`src/rtl/core/tald_pkg.sv`:
```
// Shared types, constants and helpers for the tinted antialiased line draw block.
// No dependencies.
package tald_pkg;

  localparam int FB_WIDTH  = 256;
  localparam int FB_HEIGHT = 256;
  localparam int PIX_COUNT = FB_WIDTH * FB_HEIGHT;
  localparam int ADDR_W    = $clog2(PIX_COUNT);
  localparam int COORD_W   = 12;
  localparam int CH_W      = 8;
  localparam int RGB_W     = 3 * CH_W;
  localparam int CFG_IDX_W = 2;
  localparam int DIV_STEPS = 16;
  localparam int DIV_CNT_W = $clog2(DIV_STEPS + 1);

  localparam logic [CFG_IDX_W-1:0] REG_DRAW_MODE      = 2'd0;
  localparam logic [CFG_IDX_W-1:0] REG_OVERLAY_ENABLE = 2'd1;
  localparam logic [CFG_IDX_W-1:0] REG_TINT_WEIGHT    = 2'd2;
  localparam logic [CFG_IDX_W-1:0] REG_LINE_THICKNESS = 2'd3;

  localparam logic [1:0] KIND_DRAW  = 2'd0;
  localparam logic [1:0] KIND_WR_OV = 2'd1;
  localparam logic [1:0] KIND_WR_FB = 2'd2;
  localparam logic [1:0] KIND_RD_FB = 2'd3;

  typedef enum logic [1:0] {
    OP_PLOT  = 2'd0,
    OP_WR_OV = 2'd1,
    OP_WR_FB = 2'd2,
    OP_RD_FB = 2'd3
  } mem_op_t;

  typedef struct packed {
    logic [1:0] kind;
    logic [7:0] start_x;
    logic [7:0] start_y;
    logic [7:0] end_x;
    logic [7:0] end_y;
    logic [7:0] brightness;
    logic [7:0] red_in;
    logic [7:0] green_in;
    logic [7:0] blue_in;
  } in_item_t;

  typedef struct packed {
    logic [7:0] red_out;
    logic [7:0] green_out;
    logic [7:0] blue_out;
    logic       clipped;
  } out_item_t;

  typedef struct packed {
    logic       draw_mode;
    logic       overlay_enable;
    logic [7:0] tint_weight;
    logic [3:0] line_thickness;
  } cfg_t;

  typedef struct packed {
    logic              valid;
    mem_op_t           op;
    logic [ADDR_W-1:0] addr;
    logic [CH_W-1:0]   alpha;
    logic [RGB_W-1:0]  rgb;
  } pix_req_t;

  function automatic logic in_frame(logic signed [COORD_W-1:0] px,
                                    logic signed [COORD_W-1:0] py);
    logic signed [COORD_W:0] w;
    logic signed [COORD_W:0] h;
    w = (COORD_W+1)'(FB_WIDTH);
    h = (COORD_W+1)'(FB_HEIGHT);
    return (px >= 0) && (py >= 0) && ((COORD_W+1)'(px) < w) && ((COORD_W+1)'(py) < h);
  endfunction

  function automatic logic [ADDR_W-1:0] pix_addr(logic [COORD_W-1:0] px,
                                                 logic [COORD_W-1:0] py);
    return ADDR_W'(32'(py) * 32'(FB_WIDTH) + 32'(px));
  endfunction

endpackage

```
`src/rtl/core/tald_div.sv`:
```
// Restoring divider, one quotient bit per cycle, for the line gradient.
// Depends on tald_pkg.
module tald_div (
  input  logic        clk,
  input  logic        rst_n,
  input  logic        start,
  input  logic [15:0] num,
  input  logic [7:0]  den,
  output logic        done,
  output logic [15:0] quo
);

  logic [tald_pkg::DIV_CNT_W-1:0] cnt_r, cnt_nxt;
  logic [15:0] num_r, num_nxt;
  logic [7:0]  rem_r, rem_nxt;
  logic [7:0]  den_r;
  logic        done_r, done_nxt;
  logic [8:0]  sh;
  logic        ge;

  always_comb begin
    sh      = {rem_r, num_r[15]};
    ge      = sh >= {1'b0, den_r};
    cnt_nxt = cnt_r;
    num_nxt = num_r;
    rem_nxt = rem_r;
    done_nxt = 1'b0;
    if (start) begin
      cnt_nxt = tald_pkg::DIV_CNT_W'(tald_pkg::DIV_STEPS);
      num_nxt = num;
      rem_nxt = '0;
    end else if (cnt_r != '0) begin
      cnt_nxt = cnt_r - 1'b1;
      num_nxt = {num_r[14:0], ge};
      rem_nxt = ge ? 8'(sh - {1'b0, den_r}) : sh[7:0];
      done_nxt = (cnt_r == 1);
    end
  end

  always_ff @(posedge clk) begin
    if (!rst_n) begin
      cnt_r  <= '0;
      done_r <= 1'b0;
    end else begin
      cnt_r  <= cnt_nxt;
      done_r <= done_nxt;
    end
    num_r <= num_nxt;
    rem_r <= rem_nxt;
    if (start) den_r <= den;
  end

  assign done = done_r;
  assign quo  = num_r;

`ifndef SYNTHESIS
  a_done_after_count: assert property (@(posedge clk) disable iff (!rst_n)
    done_r |-> $past(cnt_r) == 1) else $error("divider done without final step");
  a_no_restart: assert property (@(posedge clk) disable iff (!rst_n)
    start |-> cnt_r == '0) else $error("divider restarted while busy");
  a_rem_bound: assert property (@(posedge clk) disable iff (!rst_n)
    (cnt_r != '0 && den_r != '0) |-> rem_r < den_r) else $error("remainder out of range");
`endif

endmodule

```
`src/rtl/core/tald_walk.sv`:
```
// Line walker: sets up the major axis, runs the gradient divider and walks one
// pixel per cycle, plotting those in frame. Depends on tald_pkg and tald_div.
module tald_walk (
  input  logic                clk,
  input  logic                rst_n,
  input  logic                start,
  input  tald_pkg::in_item_t  item,
  input  tald_pkg::cfg_t      cfg,
  output tald_pkg::pix_req_t  req,
  output logic                busy,
  output logic                clip
);

  typedef enum logic [4:0] {
    W_IDLE   = 5'b00001,
    W_SETUP  = 5'b00010,
    W_DIV    = 5'b00100,
    W_LINE   = 5'b01000,
    W_SQUARE = 5'b10000
  } wstate_t;

  localparam int CW = tald_pkg::COORD_W;

  wstate_t state_r, state_nxt;
  logic        steep_r;
  logic [7:0]  x0_r, x1_r, y0_r, dx_r, bri_r;
  logic signed [8:0]  dy_r;
  logic signed [16:0] grad_r;
  logic signed [17:0] yfp_r;
  logic [7:0]  x_r;
  logic signed [4:0] c_r, oy_r;
  logic        clip_r;
  logic        div_start, div_done;
  logic [15:0] div_quo;

  logic [7:0] adx, ady, a0, a1, b0, b1;
  logic       st;
  logic [2:0] lo3, hi3;
  logic signed [4:0] lo_s, hi_s;
  logic       thin, col_end, sq_end, emit, in_bounds;
  logic [7:0] frac, mb;
  logic [15:0] amul;
  logic signed [9:0] yi;
  logic signed [CW-1:0] major, minor, px, py;
  logic [7:0] alpha;
  logic [15:0] dmag;

  always_comb begin
    adx = (item.start_x > item.end_x) ? 8'(item.start_x - item.end_x)
                                      : 8'(item.end_x - item.start_x);
    ady = (item.start_y > item.end_y) ? 8'(item.start_y - item.end_y)
                                      : 8'(item.end_y - item.start_y);
    st = ady > adx;
    a0 = st ? item.start_y : item.start_x;
    b0 = st ? item.start_x : item.start_y;
    a1 = st ? item.end_y : item.end_x;
    b1 = st ? item.end_x : item.end_y;
    lo3 = (cfg.line_thickness == 4'd0) ? 3'd0 : 3'((cfg.line_thickness - 4'd1) >> 1);
    hi3 = 3'(cfg.line_thickness >> 1);
    lo_s = -$signed({2'b00, lo3});
    hi_s = $signed({2'b00, hi3});
    thin = (hi3 == 3'd0);
    frac = yfp_r[7:0];
    yi   = yfp_r[17:8];
    mb   = c_r[0] ? frac : 8'(8'd255 - frac);
    amul = bri_r * mb;
    col_end = thin ? (c_r[0] || frac == 8'd0) : (c_r == hi_s);
    sq_end  = (oy_r == hi_s) && (c_r == hi_s);
    dmag = dy_r[8] ? {8'(-dy_r), 8'd0} : {dy_r[7:0], 8'd0};
    if (state_r == W_SQUARE) begin
      major = CW'($signed({1'b0, x0_r})) + CW'(oy_r);
      minor = CW'($signed({1'b0, y0_r})) + CW'(c_r);
      alpha = bri_r;
    end else begin
      major = CW'($signed({1'b0, x_r}));
      minor = CW'(yi) + CW'(c_r);
      alpha = thin ? amul[15:8] : bri_r;
    end
    px = steep_r ? minor : major;
    py = steep_r ? major : minor;
    emit   = (state_r == W_LINE) || (state_r == W_SQUARE);
    in_bounds = tald_pkg::in_frame(px, py);
    req.valid = emit && in_bounds;
    req.op    = tald_pkg::OP_PLOT;
    req.addr  = tald_pkg::pix_addr(px, py);
    req.alpha = alpha;
    req.rgb   = '0;
    div_start = (state_r == W_SETUP) && (dx_r != 8'd0);
    state_nxt = state_r;
    unique case (state_r)
      W_IDLE:   if (start) state_nxt = W_SETUP;
      W_SETUP:  state_nxt = (dx_r == 8'd0) ? W_SQUARE : W_DIV;
      W_DIV:    if (div_done) state_nxt = W_LINE;
      W_LINE:   if (col_end && x_r == x1_r) state_nxt = W_IDLE;
      W_SQUARE: if (sq_end) state_nxt = W_IDLE;
      default:  state_nxt = W_IDLE;
    endcase
  end

  tald_div u_div (
    .clk   (clk),
    .rst_n (rst_n),
    .start (div_start),
    .num   (dmag),
    .den   (dx_r),
    .done  (div_done),
    .quo   (div_quo)
  );

  always_ff @(posedge clk) begin
    if (!rst_n) begin
      state_r <= W_IDLE;
      clip_r  <= 1'b0;
    end else begin
      state_r <= state_nxt;
      if (start) clip_r <= 1'b0;
      else if (emit && !in_bounds) clip_r <= 1'b1;
    end
    if (start) begin
      steep_r <= st;
      bri_r   <= item.brightness;
      if (a0 > a1) begin
        x0_r <= a1; x1_r <= a0; y0_r <= b1;
        dx_r <= 8'(a0 - a1);
        dy_r <= $signed({1'b0, b0}) - $signed({1'b0, b1});
      end else begin
        x0_r <= a0; x1_r <= a1; y0_r <= b0;
        dx_r <= 8'(a1 - a0);
        dy_r <= $signed({1'b0, b1}) - $signed({1'b0, b0});
      end
    end
    unique case (state_r)
      W_SETUP: begin
        c_r  <= (dx_r == 8'd0 || !thin) ? lo_s : 5'sd0;
        oy_r <= lo_s;
        x_r  <= x0_r;
        yfp_r <= $signed({2'b00, y0_r, 8'd0});
      end
      W_DIV: begin
        grad_r <= dy_r[8] ? -$signed({1'b0, div_quo}) : $signed({1'b0, div_quo});
      end
      W_LINE: begin
        if (col_end) begin
          c_r   <= thin ? 5'sd0 : lo_s;
          x_r   <= 8'(x_r + 8'd1);
          yfp_r <= yfp_r + 18'(grad_r);
        end else begin
          c_r <= c_r + 5'sd1;
        end
      end
      W_SQUARE: begin
        if (c_r == hi_s) begin
          c_r  <= lo_s;
          oy_r <= oy_r + 5'sd1;
        end else begin
          c_r <= c_r + 5'sd1;
        end
      end
      default: ;
    endcase
  end

  assign busy = (state_r != W_IDLE);
  assign clip = clip_r;

`ifndef SYNTHESIS
  a_emit_only_walking: assert property (@(posedge clk) disable iff (!rst_n)
    req.valid |-> (state_r == W_LINE || state_r == W_SQUARE))
    else $error("plot request outside walk");
  a_start_when_idle: assert property (@(posedge clk) disable iff (!rst_n)
    start |-> state_r == W_IDLE) else $error("walker started while busy");
  a_line_nonzero: assert property (@(posedge clk) disable iff (!rst_n)
    state_r == W_LINE |-> dx_r != 8'd0) else $error("line walk with zero length");
`endif

endmodule

```
`config.mk`:
```
export PLATFORM = sky130hd
export DESIGN_NAME = tald_walk
export DESIGN_NICKNAME = d
export VERILOG_FILES = /design/src/rtl/core/tald_pkg.sv /design/src/rtl/core/tald_div.sv /design/src/rtl/core/tald_walk.sv
export SDC_FILE = /design/constraint.sdc
export NUM_CORES = 1
export LEC_CHECK = 0
export ABC_AREA = 0
export ABC_CLOCK_PERIOD_IN_PS = 7500
export BUFFER_PORTS_ARGS = -buffer_cell sky130_fd_sc_hd__buf_2
export CAP_MARGIN = 15
export CORE_UTILIZATION = 50
export DETAILED_ROUTE_END_ITERATION = 16
export HOLD_SLACK_MARGIN = 0.05
export PLACE_DENSITY = 0.69
export RECOVER_POWER = 25
export SETUP_SLACK_MARGIN = 0.4
export SLEW_MARGIN = 15
export SYNTH_ARGS = -nofsm -noshare
export SYNTH_HDL_FRONTEND = slang
export SYNTH_HIERARCHICAL = 1
export SYNTH_SLANG_ARGS = --single-unit
```
`constraint.sdc`:
```
create_clock -name clk -period 7.5 [get_ports clk]
set_clock_uncertainty 0.2 [all_clocks]
set_input_delay 0.375 -clock clk [delete_from_list [all_inputs] [get_ports clk]]
set_output_delay 0.375 -clock clk [all_outputs]
set_load 0.005 [all_outputs]
```
**After elaboration in Yosys (flattened, before gate mapping)**

Cells that the tools add are included.

- Flip-flop bits (word level): 147
- Word-level logic and storage cells: 145

- Multipliers: 1
- Bitwise gates (word level): 2
- Add/sub/neg operators: 23
- Mux-type cells: 44
- Equality and inequality tests: 16
- Order comparisons: 9
- Reductions and logical operators: 29

Operators by type and width:

| operator | count |
|---|---|
| $mux 8 | 15 |
| $mux 16 | 4 |
| $mux 5 | 12 |
| $sub 8x8->8 | 7 |
| $mux 12 | 4 |
| $pmux 18 s2 | 1 |
| $gt 8x8->1 | 4 |
| $pmux 5 s5 | 1 |
| $ge 12x1->1 const B | 2 |
| $lt 12x10->1 const B | 2 |
| $add 9x5->10 | 2 |
| $add 18x17->18 | 1 |
| $mux 18 | 1 |
| $sub 8x8->9 | 2 |
| $neg 16->17 | 1 |
| $add 16x12->16 | 1 |
| $logic_not 8->1 | 2 |
| $mul 8x8->16 | 1 |
| $pmux 8 s2 | 1 |
| $pmux 5 s3 | 1 |
| $add 10x5->11 | 1 |
| $add 5x2->5 const B | 2 |
| $eq 5x1->1 const B | 2 |
| $eq 5x4->1 | 2 |
| 33 further kinds | 52 |

**Longest topological paths before layout**

Gate-level depths: netlist of the first run.

- Depth in word-level cells: 9
- Mapped depth: 34
- Mapped depth without buffers: 30

**Hierarchy**

The synthesis of the first run kept the hierarchy.

By module, submodules not included:

| module | area an instance (um^2) | times used | cells an instance |
|---|---|---|---|
| tald_walk | 12690.9 | 1 | 1417 |
| tald_div | 2034.5 | 1 | 188 |

**Least setup slack after synthesis of the first run**

Ideal clock, no wire load.

- Path kind: in2reg
- Start point: input item[48] (netlist bit)
- End point: register dx_r[1] (data pin)
- Library setup time: 0.262 ns
- Data arrival time: 6.344 ns
- Slack: 0.693 ns
- Stages on the path: 32
- Required time: 7.038 ns
- Buffers on the path: 6
- Cells stage by stage: inv_1 > ha_1 > inv_1 > fa_1 > a21o_1 > a21oi_1 > o22ai_1 > o22ai_1 > buf_2 > mux2_2 > o21ai_0 > a21bo_2 > nand2_1 > xor2_1 > ha_1 > a211oi_1 > o21bai_1 > o21ai_4 > clkbuf_1 > buf_2 > buf_1 > a21oi_1 > inv_1 > ha_1 > ha_1 > nor3_1 > mux2i_1 > a32o_2 > o21ai_1 > buf_6 > buf_8 > mux2_1

- Word-level cells in the longest chain between the ends: 6

Ends and longest elaborated chain:

| what | line | source |
|---|---|---|
| from (decl) | tald_walk.sv:7 | `input tald_pkg::in_item_t item,` |
| $sub 8x8->8 (tied with other cells) | tald_walk.sv:52 | `: 8'(item.end_y - item.start_y);` |
| $mux 8 | tald_walk.sv:51 | `ady = (item.start_y > item.end_y) ? 8'(item.start_y - item.end_y)` |
| $gt 8x8->1 | tald_walk.sv:53 | `st = ady > adx;` |
| $mux 8, on equally long branches | tald_walk.sv:56, tald_walk.sv:54 |  |
| $sub 8x8->8 (tied with other cells) | tald_walk.sv:128 | `dx_r <= 8'(a1 - a0);` |
| $mux 8 * | tald_walk.sv:122 | `if (a0 > a1) begin` |
| to (signal assigned) | tald_walk.sv:124 | `dx_r <= 8'(a0 - a1);` |
| to (signal assigned) | tald_walk.sv:128 |  |
| to (decl) | tald_walk.sv:26 | `logic [7:0] x0_r, x1_r, y0_r, dx_r, bri_r;` |

Mark *: on every way between the ends. The rest lies on a longest branch, timed or not.
A chain may end at the register's enable or synchronous reset.

**Final worst setup path of the first run**

- Start point: input item[42] (netlist bit)
- End point: register dx_r[4] (data pin)

- Word-level cells in the longest chain between the ends: 6

Ends and longest elaborated chain:

| what | line | source |
|---|---|---|
| $sub 8x8->8 (tied with other cells) | tald_walk.sv:50 | `: 8'(item.end_x - item.start_x);` |
| $mux 8 | tald_walk.sv:49 | `adx = (item.start_x > item.end_x) ? 8'(item.start_x - item.end_x)` |
| $gt 8x8->1 | tald_walk.sv:53 |  |
| $mux 8, on equally long branches | tald_walk.sv:56, tald_walk.sv:54 |  |
| $sub 8x8->8 (tied with other cells) | tald_walk.sv:128 |  |
| $mux 8 * | tald_walk.sv:122 |  |

Marks and branches as above.

==> results_dict.tcl, run 1 <==
set metrics [dict create \
    syn_area_mm2 0.0147 \
    tightest_slew_ns 3.10 \
    antenna_found_initial 0 \
    grt_pass1_vias 11500 \
    synth_seq_area_share_pct 28.6 \
    path_buf_inv 5 \
    crit_path_max_fanout 32 \
    ys_seq_elements 147 \
    path_delay_family "compound AO/OA/AOI/OAI gates" \
    wl_per_cell_um 16.8 \
    timing.reg2reg.setup_slack_ns 3.71 \
    die_w_um 174 \
    min-delay-start "item[46]" \
    critPathArrivalTime_ns 6.78 \
    clkLatencyLatePin_ns 0.43 \
    setup_violations 0 \
    netlist_instances 1605 \
    htree_levels 4 \
    cp_slowest_cell "ha_1" \
    rows 62 \
    maxCapViolCount 3 \
    ys_types 86 \
    layout_commonest_cell "ha_1" \
    syn_avg_cell_area_um2 9.17 \
    p_leak_nw 7.38 \
    yosys_warnings 6 \
    grt.overflow.total 0 \
    clkPwrFrac_pct 11.6 \
    holdWs_ns 0.196 \
    combPwrFrac_pct 66.0 \
    r2r_start "c_r[0]" \
    startpoint_type "input port" \
    cellPowerDensity_mw_per_mm2 474 \
    r2r-end "clip" \
    path_clk_slew_ns 0.08 \
    dp_hpwl_um 27500 \
    drc 0 \
    core_area_mm2 0.0289 \
    startpoint "item[42]" \
    diodes 0 \
    initial_core_util_pct 51.0 \
    vias_per_cell 5.59 \
    drive_above_1_share_pct 10.4 \
    cts_tree "built" \
    fmax_mhz 149 \
    violations "capacitance limit, slew limit" \
    cts_num_sinks 147 \
    first_pass_iters 5 \
    finalCritPeriodShare_pct 89.6 \
    synth_edf_count 127 \
    grt_setup_unrepaired "false" \
    ioPinCount 136 \
    synthToLayoutAreaGrowth_pct 9.81 \
    r2r_cells 11 \
    fillers 2600 \
    ys_dominant_reg_cell "edfxtp_1" \
    slew_violations 132 \
    status "finished with violations" \
    vias 11600 \
    layout_min_cycle_time_ns 6.72 \
    grt_pass1_wl_um 57200 \
    cts_buffer_depth 2 \
    port_buffers 73 \
    seqPwrFrac_pct 22.4 \
    ant_nets 0 \
    cts_buffers 17 \
    final.setup.tns_ns 0 \
    wl_um 34900 \
    slowest_delay_ns 0.40 \
    cts_root_buf "clkbuf_16" \
    finalHoldViolCount 0 \
    worst_path_most_repeated_cell "ha_1" \
    globalplace.congestion 0.924 \
    swShare_pct 45.8 \
    min_path_type "in2reg" \
    critPathRequiredTime_ns 7.56 \
    die_y_um 174 \
    dieArea_mm2 0.0301 \
    cp-end-kind "flop" \
    track_usage_pct 23.6 \
    drt_iter0_drc 795 \
    ys_async_sr_fraction_pct 0 \
    p_int_mw 4.15 \
    final_nets 1981 \
    ir_drop_uv 289 \
    hold_depth 3 \
    power.switching_mw 3.51 \
    grt_max_degree 55 \
    critPathKind "in2reg" \
    worst_hold_path.endpoint "x1_r[6]" \
    slew_headroom_pct -107 \
    final_cell_mix "ha_1 (166), inv_1 (157), edfxtp_1 (127)" \
]
-- sequential cells by signal (all words and copies together) (netlist names) --
register,count
bri_r,8
dy_r,9
grad_r,17
u_div/done,1
steep_r,1
x0_r,8
u_div/rem_r,8
y0_r,8
u_div/quo,16
u_div/cnt_r,5
oy_r,5
u_div/den_r,8
x_r,8
clip,1
x1_r,8
yfp_r,18
c_r,5
state_r,5
dx_r,8
-- power groups by stage --
stage	Sequential [mW]	Clock [mW]	Combinational, mW
final	1.72	0.887	5.06
after global routing	1.75	0.931	5.68
after CTS	1.71	0.901	5.04
after detailed placement	1.72	0	5.00
after global placement	1.72	0	4.83
after floorplan	1.57	0	3.98
-- final cells by class --
type,instances,area [um2],share of cell area (%)
multi-input combinational,1260,9690,59.9
clock inverter,15,175,1.08
clock buffer,17,425,2.63
inverter,159,599,3.71
sequential,147,4210,26.1
tap,384,480,2.97
timing repair buffer,99,586,3.62
-- Yosys cell counts, drive strengths merged (20+ instances only) --
| library cell | count | area, um2 |
|---|---|---|
| edfxtp | 127 | 3810 |
| nor2b | 23 | 144 |
| nand3 | 30 | 150 |
| nand2 | 116 | 435 |
| a21oi | 107 | 539 |
| clkbuf | 25 | 93.8 |
| mux2 | 25 | 282 |
| xor2 | 41 | 359 |
| and2 | 35 | 220 |
| buf | 47 | 325 |
| fa | 48 | 961 |
| xnor2 | 87 | 762 |
| inv | 159 | 599 |
| nor2 | 126 | 473 |
| mux2i | 67 | 671 |
| o21ai | 89 | 457 |
| a21o | 31 | 233 |
| dfxtp | 20 | 400 |
| ha | 166 | 2080 |
| nor3 | 30 | 150 |
-- tightest hold or removal path, stage by stage --
cell and delay (ns):
buf_2 0.10, a21oi_1 0.10, a21oi_1 0.12
-- kinds of logic after synthesis --
logic type | share of synthesized area (%)
XOR/XNOR | 7.61
other | 0.0255
adder cells (fa/ha/maj) | 20.9
AO/OA/AOI/OAI | 14.6
buffers and inverters | 6.92
AND/OR/NAND/NOR | 14.8
flip-flops | 28.6
multiplexers | 6.47
-- layer usage --
metal / global-route usage (%) / up-vias / wire length [um]
li1: - / 5748 / -
met4: 7.20 / 0 / 725
met3: 2.48 / 53 / 1230
met2: 42.0 / 245 / 17200
met5: 0 / - / 0
met1: 30.1 / 5581 / 15700
-- stage by stage --
| step | setup slack [ns] | std cells | power (mW) | util, % | cell area [um2] |
|---|---|---|---|---|---|
| floorplan | 0.693 | 1638 | 5.55 | - | 14800 |
| global placement | 0.598 | 2040 | 6.55 | 53.5 | 15400 |
| detailed placement | 0.407 | 2040 | 6.72 | 53.5 | 15400 |
| CTS | 0.593 | 2081 | 7.65 | 55.9 | 16100 |
| global route | 0.400 | 2081 | 8.36 | 56.0 | 16200 |
| finish | 0.782 | 2081 | 7.66 | 56.0 | 16200 |
-- how the worst max path moves through the flow --
stage	slack (ns)	depth (start not counted)	end
after global routing	0.40	16	req[30]
final	0.78	29	dx_r[4]
after CTS	0.59	17	req[31]
after detailed placement	0.41	32	dx_r[7]
after floorplan	0.69	32	dx_r[1]
after global placement	0.60	31	dx_r[4]
-- what timing repair did --
item	in CTS	in global routing
resized for setup	0	9
hold buffers	9	0
setup buffers	0	0
setup endpoints to repair	0	8
hold endpoints to repair	9	0
(Power assumes the default switching activity.)
==> run 2, diff against run 1 <==
--- a/config.mk
+++ b/config.mk
@@ -13,7 +13,6 @@
 export DETAILED_ROUTE_END_ITERATION = 16
 export HOLD_SLACK_MARGIN = 0.05
 export PLACE_DENSITY = 0.69
-export RECOVER_POWER = 25
 export SETUP_SLACK_MARGIN = 0.4
 export SLEW_MARGIN = 15
 export SYNTH_ARGS = -nofsm -noshare
==> run 2 against run 1 <==
Effect of this change:
- the flow now finishes without violations
- global-route usage unchanged
- die area unchanged
- sequential share of layout area about the same
- register-to-register slack improved by 0.04 ns
- non-clock buffer count unchanged
- sequential power about the same
- utilization about the same
- setup slack got worse by 0.018 ns
- hold slack got worse by 0.0020 ns
- cell area about the same
- via count decreased by 0.74%
- power about the same
- largest cell class unchanged
==> results_dict.tcl, run 2 (synthesis results as in run 1) <==
set metrics [dict create \
    clkLatencyLatePin_ns 0.43 \
    power_mw 7.66 \
    cts_setup_buffers 0 \
    fin_cells 2081 \
    ir_drop_uv 290 \
    startpoint_type "input port" \
    critPathRequiredTime_ns 7.56 \
    htree_levels 4 \
    layout_min_cycle_time_ns 6.74 \
    slew_violations 0 \
    finalCritPeriodShare_pct 89.8 \
    ant_nets 0 \
    grt_pass1_wl_um 57200 \
    slew_headroom_pct 29.2 \
    vias_per_cell 5.55 \
    die_y_um 174 \
    grt_setup_unrepaired "false" \
    first_pass_iters 7 \
    cts_num_sinks 147 \
    detailed_place.area_mm2 0.0154 \
    r2r_start "c_r[0]" \
    antenna_found_initial 0 \
    layout_commonest_cell "ha_1" \
    p_leak_nw 7.39 \
    cts_buffer_depth 2 \
    path_clk_slew_ns 0.08 \
    drive_above_1_share_pct 10.7 \
    post-place-cells 2040 \
    wl_per_cell_um 16.7 \
    dp_worst_setup_slack_ns 0.407 \
    fmax_mhz 148 \
    maxCapViolCount 0 \
    slowest_delay_ns 0.40 \
    largest-register "yfp_r" \
    tightest_slew_ns 1.06 \
    wl_um 34900 \
    critPathKind "in2reg" \
    crit_path_max_fanout 32 \
    ioPinCount 136 \
    cellPowerDensity_mw_per_mm2 473 \
    port_buffers 73 \
    finalHoldViolCount 0 \
    dieArea_mm2 0.0301 \
    startpoint "item[42]" \
    synthToLayoutAreaGrowth_pct 9.90 \
    largest_reg_flops 18 \
    final_cell_area_mm2 0.0162 \
    cp_slowest_cell "ha_1" \
    worst_path_most_repeated_cell "ha_1" \
    final.setup.worst_slack_ns 0.765 \
    cts_root_buf "clkbuf_16" \
    cts_buffers 17 \
    vias 11500 \
    dp_hpwl_um 27500 \
    cts_tree "built" \
    setup_violations 0 \
    grt_pass1_vias 11500 \
    final_cell_mix "ha_1 (166), inv_1 (157), edfxtp_1 (127)" \
    utilization_pct 56.1 \
    track_usage_pct 23.6 \
    core_area_mm2 0.0289 \
    drc 0 \
    diodes 0 \
    grt.overflow.total 0 \
    die_w_um 174 \
    drt_iter0_drc 808 \
    holdWs_ns 0.194 \
    final_nets 1981 \
    status "complete, no violations" \
    rows 62 \
    min_path_type "in2reg" \
    grt_max_degree 55 \
    cp-end-kind "flop" \
    initial_core_util_pct 51.0 \
    final.setup.tns_ns 0 \
    min-delay-start "item[46]" \
    globalplace.congestion 0.924 \
    critPathArrivalTime_ns 6.79 \
]
-- run 2: changes by cell type in the layout (fill, tap and decap cells not counted), sizes merged --
cell / previous run / this run
buf: 85 / 90
clkbuf: 22 / 17
-- run 2: routing by layer --
layer	wire, um	track usage (%)	share of wire, %
met1	15800	30.1	45
met2	17200	42.0	49
met3	1180	2.48	3.4
met4	722	7.20	2.1
met5	0	0	0
-- run 2: layout make-up --
cell class / count / area (um2)
Tap cell: 384 / 480
Inverter: 159 / 599
Sequential cell: 147 / 4210
Clock buffer: 17 / 425
Fill cell: 2597 / 12700
Clock inverter: 15 / 175
Multi-Input combinational cell: 1260 / 9690
Timing Repair Buffer: 99 / 599
-- run 2: critical path: cells and delay by family --
kind                       cells  cell delay, ns
and+or+nand+nor                3            0.34
AOI/OAI and AO/OA             12            2.67
buffers and inverters          5            0.99
muxes                          3            0.72
xor gates and xnor gates       2            0.37
adders and majority gates      4            1.33
-- run 2: path summary, 6_finish.rpt --
kind | end | slack (ns) | cells after the start
worst min-delay path | x1_r[6] | 0.19 | 3
worst min register to register | u_div/den_r[4] | 0.28 | 0
worst max-delay path | dx_r[4] | 0.76 | 29
worst max register to register | clip | 3.75 | 11
-- run 2: power breakdown --
part / leakage, nW / internal [mW] / switching (mW) / total [mW]
Combinational: 5.73 / 2.24 / 2.82 / 5.06
Clock: 0.295 / 0.502 / 0.385 / 0.887
Sequential: 1.37 / 1.41 / 0.307 / 1.71
Total: 7.39 / 4.15 / 3.51 / 7.66
-- run 2: repair_timing --
item | 4_1_cts | 5_1_grt
hold buffers | 9 | 0
gates resized for setup | 0 | 9
endpoints found under the setup margin | 0 | 8
endpoints found under the hold margin | 9 | 0
